`src/rtl/core/thg_pkg.sv`:
```
package thg_pkg;

    localparam int TEMP_W  = 8;
    localparam int THR_W   = 9;   // sanitized thresholds reach 265
    localparam int TIME_W  = 32;
    localparam int HOLD_W  = 16;
    localparam int LVL_W   = 2;
    localparam int PROF_W  = 2;
    localparam int ST_W    = 2;
    localparam int CFG_IDX_W  = 2;
    localparam int CFG_DATA_W = 16;

    localparam logic OP_TICK    = 1'b0;
    localparam logic OP_REQUEST = 1'b1;

    localparam logic [LVL_W-1:0] LVL_NORMAL = 2'd0;
    localparam logic [LVL_W-1:0] LVL_WARM   = 2'd1;
    localparam logic [LVL_W-1:0] LVL_HOT    = 2'd2;
    localparam logic [LVL_W-1:0] LVL_CRIT   = 2'd3;

    localparam logic [PROF_W-1:0] PROF_BAL     = 2'd0;
    localparam logic [PROF_W-1:0] PROF_SAVE    = 2'd1;
    localparam logic [PROF_W-1:0] PROF_PERF    = 2'd2;
    localparam logic [PROF_W-1:0] PROF_INVALID = 2'd3;

    localparam logic [ST_W-1:0] ST_OK      = 2'd0;
    localparam logic [ST_W-1:0] ST_INVALID = 2'd1;
    localparam logic [ST_W-1:0] ST_DENIED  = 2'd2;

    localparam logic [CFG_IDX_W-1:0] CFG_WARM = 2'd0;
    localparam logic [CFG_IDX_W-1:0] CFG_HOT  = 2'd1;
    localparam logic [CFG_IDX_W-1:0] CFG_CRIT = 2'd2;
    localparam logic [CFG_IDX_W-1:0] CFG_HOLD = 2'd3;

    localparam logic [TEMP_W-1:0] WARM_DEFAULT = 8'd75;
    localparam logic [TEMP_W-1:0] HOT_DEFAULT  = 8'd85;
    localparam logic [TEMP_W-1:0] CRIT_DEFAULT = 8'd95;
    localparam logic [HOLD_W-1:0] HOLD_DEFAULT = 16'd10000;
    localparam logic [THR_W-1:0]  THR_GAP      = 9'd5;

    typedef struct packed {
        logic [TEMP_W-1:0] warm;
        logic [TEMP_W-1:0] hot;
        logic [TEMP_W-1:0] crit;
    } t_thresholds;

endpackage

```
`src/rtl/core/thg_classify.sv`:
```
module thg_classify (
    input  thg_pkg::t_thresholds          i_thr,
    input  logic [thg_pkg::TEMP_W-1:0]    i_temp,
    output logic [thg_pkg::LVL_W-1:0]     o_level
);

    logic [thg_pkg::THR_W-1:0] w;
    logic [thg_pkg::THR_W-1:0] h;
    logic [thg_pkg::THR_W-1:0] c;
    logic [thg_pkg::THR_W-1:0] t;

    always_comb begin
        // zero warm falls back to the default; hot and critical keep a gap
        w = (i_thr.warm == '0) ? {1'b0, thg_pkg::WARM_DEFAULT} : {1'b0, i_thr.warm};
        h = ({1'b0, i_thr.hot} <= w) ? w + thg_pkg::THR_GAP : {1'b0, i_thr.hot};
        c = ({1'b0, i_thr.crit} <= h) ? h + thg_pkg::THR_GAP : {1'b0, i_thr.crit};
        t = {1'b0, i_temp};
        if (t < w) begin
            o_level = thg_pkg::LVL_NORMAL;
        end else if (t < h) begin
            o_level = thg_pkg::LVL_WARM;
        end else if (t < c) begin
            o_level = thg_pkg::LVL_HOT;
        end else begin
            o_level = thg_pkg::LVL_CRIT;
        end
    end

endmodule

```
`src/rtl/core/thermal_threshold_governor_unit.sv`:
```
// Thermal threshold governor. Each request is either a sample tick (CPU/GPU
// temperatures plus a millisecond timestamp) or a profile request, and gives
// exactly one result: thermal level, active profile, change flags, request
// status and the shutdown flag. Requests are taken one per clock while
// o_in_stall is low; a request is held in the input register, then its result
// is computed and registered in the result register, and the sustained rate
// is one request per cycle while the downstream does not stall. The
// level/profile state is updated in the same cycle the result register loads,
// which is what lets the next request follow at once.
// The output register holds while the downstream stalls; the input register
// then holds too and back-pressure reaches i_in_valid's side through
// o_in_stall. Thresholds are sanitized at every use: warm 0 means 75, hot
// not above warm means warm+5, critical not above hot means hot+5. Write the
// configuration only while the block is idle.
module thermal_threshold_governor_unit (
    input  logic                              i_clk,
    input  logic                              i_rst_n,
    // configuration write port
    input  logic                              i_cfg_we,
    input  logic [thg_pkg::CFG_IDX_W-1:0]     i_cfg_index,
    input  logic [thg_pkg::CFG_DATA_W-1:0]    i_cfg_data,
    // request channel
    input  logic                              i_in_valid,
    output logic                              o_in_stall,
    input  logic                              i_op,
    input  logic                              i_cpu_valid,
    input  logic [thg_pkg::TEMP_W-1:0]        i_proc_temp,
    input  logic                              i_gpu_valid,
    input  logic [thg_pkg::TEMP_W-1:0]        i_gfx_temp,
    input  logic [thg_pkg::TIME_W-1:0]        i_now_ms,
    input  logic [thg_pkg::PROF_W-1:0]        i_requested_profile,
    // result channel
    output logic                              o_out_valid,
    input  logic                              i_out_stall,
    output logic [thg_pkg::LVL_W-1:0]         o_thermal_level,
    output logic [thg_pkg::PROF_W-1:0]        o_profile,
    output logic                              o_level_changed,
    output logic                              o_profile_changed,
    output logic [thg_pkg::ST_W-1:0]          o_request_status,
    output logic                              o_shutdown
);

    // configuration registers
    thg_pkg::t_thresholds               r_thr;
    logic [thg_pkg::HOLD_W-1:0]         r_hold;

    // governor state
    logic [thg_pkg::LVL_W-1:0]          r_level,   n_level;
    logic [thg_pkg::PROF_W-1:0]         r_prof,    n_prof;
    logic [thg_pkg::TIME_W-1:0]         r_start,   n_start;
    logic                               r_timing,  n_timing;

    // input register
    logic                               r_in_valid;
    logic                               r_op;
    logic                               r_cpu_valid;
    logic [thg_pkg::TEMP_W-1:0]         r_proc_temp;
    logic                               r_gpu_valid;
    logic [thg_pkg::TEMP_W-1:0]         r_gfx_temp;
    logic [thg_pkg::TIME_W-1:0]         r_now;
    logic [thg_pkg::PROF_W-1:0]         r_req;

    // result register
    logic                               r_out_valid;
    logic [thg_pkg::LVL_W-1:0]          r_o_level;
    logic [thg_pkg::PROF_W-1:0]         r_o_prof;
    logic                               r_o_lchg,  n_lchg;
    logic                               r_o_pchg,  n_pchg;
    logic [thg_pkg::ST_W-1:0]           r_o_status, n_status;
    logic                               r_o_sd,    n_sd;

    logic                               advance;
    logic                               accept;
    logic [thg_pkg::TEMP_W-1:0]         temp_max;
    logic [thg_pkg::LVL_W-1:0]          class_level;
    logic [thg_pkg::TIME_W-1:0]         elapsed;

    // Advance the held request into the result register when the slot is
    // free or being taken this cycle.
    assign advance    = r_in_valid && (!r_out_valid || !i_out_stall);
    assign o_in_stall = r_in_valid && !advance;
    assign accept     = i_in_valid && !o_in_stall;

    always_ff @(posedge i_clk) begin
        if (!i_rst_n) begin
            r_thr.warm <= thg_pkg::WARM_DEFAULT;
            r_thr.hot  <= thg_pkg::HOT_DEFAULT;
            r_thr.crit <= thg_pkg::CRIT_DEFAULT;
            r_hold     <= thg_pkg::HOLD_DEFAULT;
        end else if (i_cfg_we) begin
            case (i_cfg_index)
                thg_pkg::CFG_WARM: r_thr.warm <= i_cfg_data[thg_pkg::TEMP_W-1:0];
                thg_pkg::CFG_HOT:  r_thr.hot  <= i_cfg_data[thg_pkg::TEMP_W-1:0];
                thg_pkg::CFG_CRIT: r_thr.crit <= i_cfg_data[thg_pkg::TEMP_W-1:0];
                thg_pkg::CFG_HOLD: r_hold     <= i_cfg_data[thg_pkg::HOLD_W-1:0];
                default: ;
            endcase
        end
    end

    // Hold the request payload until it advances.
    always_ff @(posedge i_clk) begin
        if (!i_rst_n) begin
            r_in_valid <= 1'b0;
        end else if (accept) begin
            r_in_valid <= 1'b1;
        end else if (advance) begin
            r_in_valid <= 1'b0;
        end
    end

    always_ff @(posedge i_clk) begin
        if (accept) begin
            r_op        <= i_op;
            r_cpu_valid <= i_cpu_valid;
            r_proc_temp <= i_proc_temp;
            r_gpu_valid <= i_gpu_valid;
            r_gfx_temp  <= i_gfx_temp;
            r_now       <= i_now_ms;
            r_req       <= i_requested_profile;
        end
    end

    // Hottest valid reading; with one valid reading take it alone.
    always_comb begin
        if (r_cpu_valid && r_gpu_valid) begin
            temp_max = (r_proc_temp > r_gfx_temp) ? r_proc_temp : r_gfx_temp;
        end else if (r_cpu_valid) begin
            temp_max = r_proc_temp;
        end else begin
            temp_max = r_gfx_temp;
        end
    end

    thg_classify u_classify (
        .i_thr   (r_thr),
        .i_temp  (temp_max),
        .o_level (class_level)
    );

    always_comb begin
        n_level  = r_level;
        n_prof   = r_prof;
        n_start  = r_start;
        n_timing = r_timing;
        n_lchg   = 1'b0;
        n_pchg   = 1'b0;
        n_status = thg_pkg::ST_OK;
        n_sd     = 1'b0;
        elapsed  = '0;
        if (r_op == thg_pkg::OP_TICK) begin
            // a tick with no reading changes nothing
            if (r_cpu_valid || r_gpu_valid) begin
                n_level = class_level;
                if (class_level != r_level) begin
                    n_lchg = 1'b1;
                    if (class_level == thg_pkg::LVL_CRIT) begin
                        // stamp the entry into critical
                        n_start  = r_now;
                        n_timing = 1'b1;
                    end else if (r_level == thg_pkg::LVL_CRIT) begin
                        n_start  = '0;
                        n_timing = 1'b0;
                    end
                end
                if (class_level == thg_pkg::LVL_CRIT) begin
                    // force power save, flag shutdown once the hold has run out
                    if (r_prof != thg_pkg::PROF_SAVE) begin
                        n_prof = thg_pkg::PROF_SAVE;
                        n_pchg = 1'b1;
                    end
                    elapsed = r_now - n_start;
                    n_sd = n_timing && (elapsed >= {{(thg_pkg::TIME_W-thg_pkg::HOLD_W){1'b0}},
                                                    r_hold});
                end else if (class_level == thg_pkg::LVL_HOT &&
                             r_prof == thg_pkg::PROF_PERF) begin
                    // demote performance while hot
                    n_prof = thg_pkg::PROF_BAL;
                    n_pchg = 1'b1;
                end
            end
        end else begin
            if (r_req == thg_pkg::PROF_INVALID) begin
                n_status = thg_pkg::ST_INVALID;
            end else if (r_req == thg_pkg::PROF_PERF &&
                         (r_level == thg_pkg::LVL_HOT || r_level == thg_pkg::LVL_CRIT)) begin
                n_status = thg_pkg::ST_DENIED;
            end else begin
                // apply, even when it equals the active profile
                n_prof = r_req;
                n_pchg = 1'b1;
            end
        end
    end

    // Commit state together with the result register.
    always_ff @(posedge i_clk) begin
        if (!i_rst_n) begin
            r_level  <= thg_pkg::LVL_NORMAL;
            r_prof   <= thg_pkg::PROF_BAL;
            r_start  <= '0;
            r_timing <= 1'b0;
        end else if (advance) begin
            r_level  <= n_level;
            r_prof   <= n_prof;
            r_start  <= n_start;
            r_timing <= n_timing;
        end
    end

    always_ff @(posedge i_clk) begin
        if (!i_rst_n) begin
            r_out_valid <= 1'b0;
        end else if (advance) begin
            r_out_valid <= 1'b1;
        end else if (!i_out_stall) begin
            r_out_valid <= 1'b0;
        end
    end

    always_ff @(posedge i_clk) begin
        if (advance) begin
            r_o_level  <= n_level;
            r_o_prof   <= n_prof;
            r_o_lchg   <= n_lchg;
            r_o_pchg   <= n_pchg;
            r_o_status <= n_status;
            r_o_sd     <= n_sd;
        end
    end

    assign o_out_valid       = r_out_valid;
    assign o_thermal_level   = r_o_level;
    assign o_profile         = r_o_prof;
    assign o_level_changed   = r_o_lchg;
    assign o_profile_changed = r_o_pchg;
    assign o_request_status  = r_o_status;
    assign o_shutdown        = r_o_sd;

endmodule
```
`config.mk`:
```
export PLATFORM = sky130hd
export DESIGN_NAME = thermal_threshold_governor_unit
export DESIGN_NICKNAME = d
export VERILOG_FILES = /design/src/rtl/core/thg_pkg.sv /design/src/rtl/core/thg_classify.sv /design/src/rtl/core/thermal_threshold_governor_unit.sv
export SDC_FILE = /design/constraint.sdc
export NUM_CORES = 1
export LEC_CHECK = 0
export CAP_MARGIN = 20
export CORE_ASPECT_RATIO = 1.25
export CORE_MARGIN = 5
export CORE_UTILIZATION = 65
export CTS_CLUSTER_DIAMETER = 30
export CTS_CLUSTER_SIZE = 10
export DETAILED_ROUTE_END_ITERATION = 16
export DONT_BUFFER_PORTS = 1
export GPL_TIMING_DRIVEN = 0
export PLACE_DENSITY = 0.81
export SYNTH_ARGS = -nofsm -noshare
export SYNTH_HDL_FRONTEND = slang
export SYNTH_SLANG_ARGS = --single-unit
export TNS_END_PERCENT = 1
```
`constraint.sdc`:
```
create_clock -name i_clk -period 21.8 [get_ports i_clk]
set_clock_uncertainty 0.05 [all_clocks]
set_input_delay 2.18 -clock i_clk [delete_from_list [all_inputs] [get_ports i_clk]]
set_output_delay 2.18 -clock i_clk [all_outputs]
set_load 0.01 [all_outputs]
```
* Word-level counts from Yosys, hierarchy flattened
Cells that the tools add are included.
** Storage, ports and cells
- Word-level logic and storage cells :: 117
- Input port bits :: 76
- Output and inout bits :: 11
- Register bits :: 141
** Cells by class
- Bitwise gates (word level) :: 3
- $lt $le $gt $ge :: 7
- Add/subtract/negate cells :: 3
- Muxes and demuxes :: 42
- Eq/ne operators :: 13
- Reductions and logical operators :: 25
** Operators with widths (count)
- 2-to-1 mux 32 bit :: 5
- >= comparator 32 x 16 -> 1 bit :: 1
- 2-to-1 mux 8 bit :: 4
- subtractor 32 bit :: 1
- less-than comparator 8 x 9 -> 1 bit :: 3
- 2-to-1 mux 2 bit :: 12
- 2-to-1 mux 1 bit :: 19
- adder 9 x 3 -> 9 bit, second input constant :: 2
- equality test 2 bit, second input constant :: 9
- less-or-equal comparator 8 x 9 -> 1 bit :: 2
- 2-to-1 mux 9 bit :: 2
- greater-than comparator 8 bit :: 1
- logical NOT 8 bit :: 1
- AND reduction 2 bit :: 4
- logical AND 1 bit :: 7
- logical NOT 1 bit :: 4
- != test 2 x 1 -> 1 bit, second input constant :: 2
- OR reduction 2 bit :: 2
- logical OR 1 bit :: 3
- inverter 1 bit :: 3
- AND reduction 3 bit :: 1
- OR reduction 3 bit :: 1
- equality test 2 x 1 -> 1 bit, second input constant :: 1
- logical NOT 2 bit :: 1
- 2 further kinds :: 2

* Logic depth before layout (Yosys ltp)
- Depth after elaboration :: 18
- Depth in mapped cells :: 65
- Gate-level depth less buffers :: 63

* Cells and area by module
Synthesis repeated with hierarchy kept, for this count alone.
** Second synthesis, totals
- Cells, all modules :: 961
- Area, all modules :: 9172.5 um^2
** By module, submodules not included
- thermal_threshold_governor_unit :: cells each 780, seq. area each 3443.3 um^2, area an instance 7678.6 um^2, instances 1
- thg_classify :: cells each 181, seq. area each 0.0 um^2, area an instance 1493.9 um^2, instances 1

* Least setup slack after synthesis
No wires, ideal clock.
- Path kind :: flip-flop to flip-flop
- Start :: register r_thr[20] (netlist bit)
- End :: register r_o_sd, in the netlist o_shutdown, data pin
- Setup time :: 0.265 ns
- Stages on the path, launching flop included :: 62
- Period minus slack after synthesis :: 12.003 ns
- Required time :: 21.485 ns
- Path slack :: 9.797 ns
- Path buffers :: 4
- Data arrival time :: 11.688 ns
- Cell sequence :: dfxtp_1 buf_2 nor4_4 and3_1 nor2_1 ha_1 and3_4 a22oi_2 nand3_2 nand2_1 clkbuf_1 mux2i_1 ha_1 and3_1 o21ai_0 nand2_1 a211oi_1 a2111o_1 [26 not listed] a21oi_1 o41ai_4 a21o_1 a21oi_1 xnor2_1 ha_1 a21oi_1 o32ai_1 a2111oi_0 o21ai_0 nor3_1 o211a_1 o21ai_0 nor4_1 o2111ai_1 a2111o_1 a2111oi_2 a21oi_1
** Between the ends
- Cells in the longest elaborated chain, start to end :: 18
- Elaborated cells between the ends (all ways) :: 29
- Those cells by class :: add/sub: 3; order compare: 6; eq/ne: 2; mux: 14; bitwise: 1; reduce/logical: 3
** RTL lines
- start: declaration :: line thermal_threshold_governor_unit.sv:44 : thg_pkg::t_thresholds r_thr;
- logical NOT 8 bit :: line thg_classify.sv:14 : w = (i_thr.warm == '0) ? {1'b0, thg_pkg::WARM_DEFAULT} : {1'b0, i_thr.warm};
- 2-to-1 mux 8 bit (*) :: line thg_classify.sv:14
- adder 9 x 3 -> 9 bit / less-or-equal comparator 8 x 9 -> 1 bit (equally long branches) :: line thg_classify.sv:15 : h = ({1'b0, i_thr.hot} <= w) ? w + thg_pkg::THR_GAP : {1'b0, i_thr.hot};
- 2-to-1 mux 9 bit :: line thg_classify.sv:15
- adder 9 x 3 -> 9 bit / less-or-equal comparator 8 x 9 -> 1 bit (equally long branches) :: line thg_classify.sv:16 : c = ({1'b0, i_thr.crit} <= h) ? h + thg_pkg::THR_GAP : {1'b0, i_thr.crit};
- 2-to-1 mux 9 bit :: line thg_classify.sv:16
- less-than comparator 8 x 9 -> 1 bit :: line thg_classify.sv:22 : end else if (t < c) begin
- 2-to-1 mux 1 bit :: line thg_classify.sv:22
- [2 not listed]
- equality test 2 bit :: line thermal_threshold_governor_unit.sv:157, thermal_threshold_governor_unit.sv:166
- 2-to-1 mux 32 bit :: line thermal_threshold_governor_unit.sv:157 : if (class_level == thg_pkg::LVL_CRIT) begin
- 2-to-1 mux 32 bit :: line thermal_threshold_governor_unit.sv:155 : if (class_level != r_level) begin
- 2-to-1 mux 32 bit :: line thermal_threshold_governor_unit.sv:153 : if (r_cpu_valid || r_gpu_valid) begin
- 2-to-1 mux 32 bit :: line thermal_threshold_governor_unit.sv:151 : if (r_op == thg_pkg::OP_TICK) begin
- subtractor 32 bit :: line thermal_threshold_governor_unit.sv:172 : elapsed = r_now - n_start;
- >= comparator 32 x 16 -> 1 bit :: line thermal_threshold_governor_unit.sv:173 : n_sd = n_timing && (elapsed >= {{(thg_pkg::TIME_W-thg_pkg::HOLD_W){1'b0}},
- logical AND 1 bit :: line thermal_threshold_governor_unit.sv:173
- end signal: assignment :: line thermal_threshold_governor_unit.sv:228 : r_o_sd <= n_sd;
- end: declaration :: line thermal_threshold_governor_unit.sv:70 : logic r_o_sd, n_sd;
Mark *: on every way between the ends. The rest lies on a longest branch, timed or not. The select of a mux whose other input is x is not followed.
A chain may end at the register's enable or synchronous reset.

* Worst setup path after layout
- Start :: register r_thr[19] (netlist bit)
- End :: register r_o_sd, in the netlist o_shutdown, data pin
The elaborated chain is that of the path after synthesis.

==> impl_metrics.tcl <==
set metrics [dict create \
    run_status "finished clean" \
    initialDrtViolationCount 635 \
    dieHeight_um 146 \
    report.power.total_uw 929 \
    criticalPathCategory "reg -> reg" \
    worst_pin_slew_ns 0.976 \
    synth_flop_cell "sky130_fd_sc_hd__dfxtp_1" \
    synth_area_per_cell_um2 9.03 \
    syn_inst 1058 \
    last_weighted_congestion_value_of_the_routability_driven_placer 0.965 \
    mapped_area_um2 9560 \
    worst_hold_path_type "reg -> reg" \
    cts_setup_buffers 0 \
    fraction_of_the_yosys_area_taken_by_sequential_cells 0.360 \
    power.share.switching 0.353 \
    floorplan.io_pins 87 \
    synth_warnings 0 \
    grt.total_usage 0.297 \
    cp_data_required_time_ns 21.91 \
    setup_repair_after_global_routing_missed_its_margin "false" \
    cts_htree_levels 4 \
    syn-num-nets 1224 \
    cp_data_arrival_time_ns 15.01 \
    final_critical_path_share_of_the_clock_period 0.684 \
    area_delta_synth_final_pct 9.22 \
    n_fill_cell 1123 \
    period_needed_ns 14.90 \
    drive_gt1_frac 0.0760 \
    grt_pass1_vias 8199 \
    setup_viol 0 \
    cts.path.max_buffers 2 \
    cts.reportedPaths.clkPinSlew_ns 0.06 \
    p_leak_uw 0.00441 \
    floorplan.die_area_um2 17200 \
    power.share.clock 0.332 \
    maximum_number_of_pins_on_one_net_before_global_route_repair 38 \
    cts_root_buf "sky130_fd_sc_hd__clkbuf_16" \
    numCtsBuffers 17 \
    power_density_nw_per_um2 89.0 \
    pwr-share-seq 0.323 \
    timing.final.hold_violations 0 \
    power.combinational.fraction 0.345 \
    place_inst 1238 \
    final_core_utilization 0.725 \
    worst_slew_margin_rel 0.348 \
    max_fclk_mhz 67.1 \
    drt.antenna.violating_nets 0 \
    wl_per_cell_um 20.4 \
    port_buffers 0 \
    seqCellArea_um2 3440 \
    die_w_um 118 \
    peak_supply_drop_uv 59.7 \
    cap_violations 0 \
    yosys_register_bits 141 \
    core_um2 14400 \
    critical_path.max_stage_delay_ns 0.58 \
    design.final.nets 1245 \
    routed_wirelength_um 26000 \
    clock_insertion_delay_at_the_later_pin_of_the_skew_report_ns 0.44 \
    cts_resized 0 \
    fp-row-count 49 \
    detail_route.first_pass.iterations 6 \
    critical_path.max_fanout 10 \
    timing.critical_path.slowest_stage_cell "sky130_fd_sc_hd__clkbuf_1" \
    grt_first_pass_wirelength_um 41000 \
    hpwl_um 19800 \
    cp-start-kind "flip-flop" \
    totalNegativeSetupSlack_ns 0 \
    cts_hold_buffers 0 \
    internal_power_uw 601 \
    clock-sinks 141 \
    number_of_flops_mapped_to_enable_cells_by_yosys 62 \
    setup.worst_path.end_class "flip-flop" \
    dr_total_vias 8208 \
    multi_input_area_um2 5720 \
    layout_cells_excl_fill 1270 \
    drv_slew 0 \
    switching_power_uw 329 \
    grt_overflow_total 0 \
    antenna_cells 0 \
    drc 0 \
    start_util 0.663 \
    asyncSetResetFlopFracSynth 0 \
    cts_tree "built" \
    yosysUniqueCellTypes 89 \
    number_of_antenna_violations_at_the_first_check_in_global_routing 0 \
    viasPerCell 6.46 \
]
==> stage by stage <==
step           area (um^2)  setup WS, ns  hold WS (ns)
6_report             10400          6.90         0.426
5_1_grt              10400          5.83         0.449
4_1_cts              10400          7.07         0.429
3_5_place_dp          9820          7.17         0.412
3_3_place_gp          9780          7.21         0.403
2_1_floorplan         9560          9.80         0.393
==> layout make-up <==
cell class | instances | share of cell area
Clock buffer | 18 | 0.0421
Inverter | 63 | 0.0227
Tap cell | 178 | 0.0213
Clock inverter | 14 | 0.0176
Sequential cell | 141 | 0.330
Multi-Input combinational cell | 812 | 0.548
Buffer | 42 | 0.0163
Timing Repair Buffer | 2 | 0.00264
==> logic make-up after synthesis <==
kind of cell / count (synthesis) / synth area share
flops: 141 / 0.360
fa+ha+maj: 92 / 0.121
xor+xnor: 25 / 0.0229
mux: 32 / 0.0360
compound gates: 322 / 0.243
buf+inv: 105 / 0.0425
simple gates: 341 / 0.175
==> path summary, 6_finish.rpt <==
kind | from | to | slack [ns] | cells after the start
setup / recovery | r_thr[19]$_SDFFE_PN1P_ | o_shutdown$_SDFFCE_PP0P_ | 6.90 | 61
hold / removal | r_hold[3]$_SDFFE_PN0P_ | r_hold[3]$_SDFFE_PN0P_ | 0.43 | 2
setup reg to reg | r_thr[19]$_SDFFE_PN1P_ | o_shutdown$_SDFFCE_PP0P_ | 6.90 | 61
hold reg to reg | r_hold[3]$_SDFFE_PN0P_ | r_hold[3]$_SDFFE_PN0P_ | 0.43 | 2
==> critical path: cells and delay by family (launching register included) <==
family | cells | cell delay [ns]
fa+ha+maj | 5 | 1.46
simple gates | 16 | 3.28
mux | 3 | 1.13
buf+inv | 4 | 1.70
compound gates | 32 | 6.47
xor+xnor | 1 | 0.19
flops | 1 | 0.30
==> Yosys cell counts (all sizes together), types with 3 or more instances <==
master   instances  area share
a2111oi          4      0.0043
a211oi           5      0.0045
a21boi          20       0.016
a21o            21       0.016
a21oi           73       0.039
a22oi           34       0.027
a311oi           3      0.0027
a31oi           13       0.011
and2             6      0.0039
and3            11      0.0077
buf             10      0.0052
clkbuf          32       0.013
dfxtp           79        0.17
edfxtp          62        0.19
ha              89        0.12
inv             63       0.025
mux2             9       0.011
mux2i           23       0.025
nand2          143       0.056
nand2b          18       0.012
nand3           25       0.014
nand4            9      0.0065
nor2            58       0.023
nor2b           33       0.022
nor3            16       0.011
nor4             5      0.0048
o2111ai          3      0.0027
o211a           27       0.028
o211ai          13       0.011
o21a             7      0.0055
o21ai           56       0.030
o21bai           8      0.0063
o221a            3      0.0035
o31ai            6      0.0067
o32ai            3      0.0027
o41ai            3      0.0055
or2              4      0.0026
xnor2           14       0.013
xor2            11       0.010
==> flip-flops by register name (all words and copies together), names as in the netlist, 2 cells and up <==
signal / count
o_profile: 2
o_request_status: 2
o_thermal_level: 2
r_gfx_temp: 8
r_hold: 16
r_level: 2
r_now: 32
r_proc_temp: 8
r_prof: 2
r_req: 2
r_start: 32
r_thr: 24
==> power by group through the flow <==
stage               sequential (uW)  combinational, uW  clock [uW]
floorplan                       303                241           0
global route                    301                357         324
global placement                305                306           0
detailed placement              305                313           0
finish                          300                321         308
CTS                             300                317         309
==> routing by layer <==
metal	track usage	vias to the layer above	wire length, um	part of all wire
met4	0.200	0	1900	0.073
met5	0	-	0	0
met1	0.305	3839	9170	0.35
met2	0.534	306	13400	0.52
li1	-	3940	-	-
met3	0.0638	123	1490	0.057
==> layout by cell type (no fill, tap or decap), drive strengths merged, types with 27 or more instances in the layout <==
master	count
a21oi	73
a22oi	34
clkbuf	50
dfxtp	79
edfxtp	62
ha	89
inv	68
nand2	143
nor2	58
nor2b	33
o211a	27
o21ai	56
No activity file was read; power rests on OpenSTA's default activity.
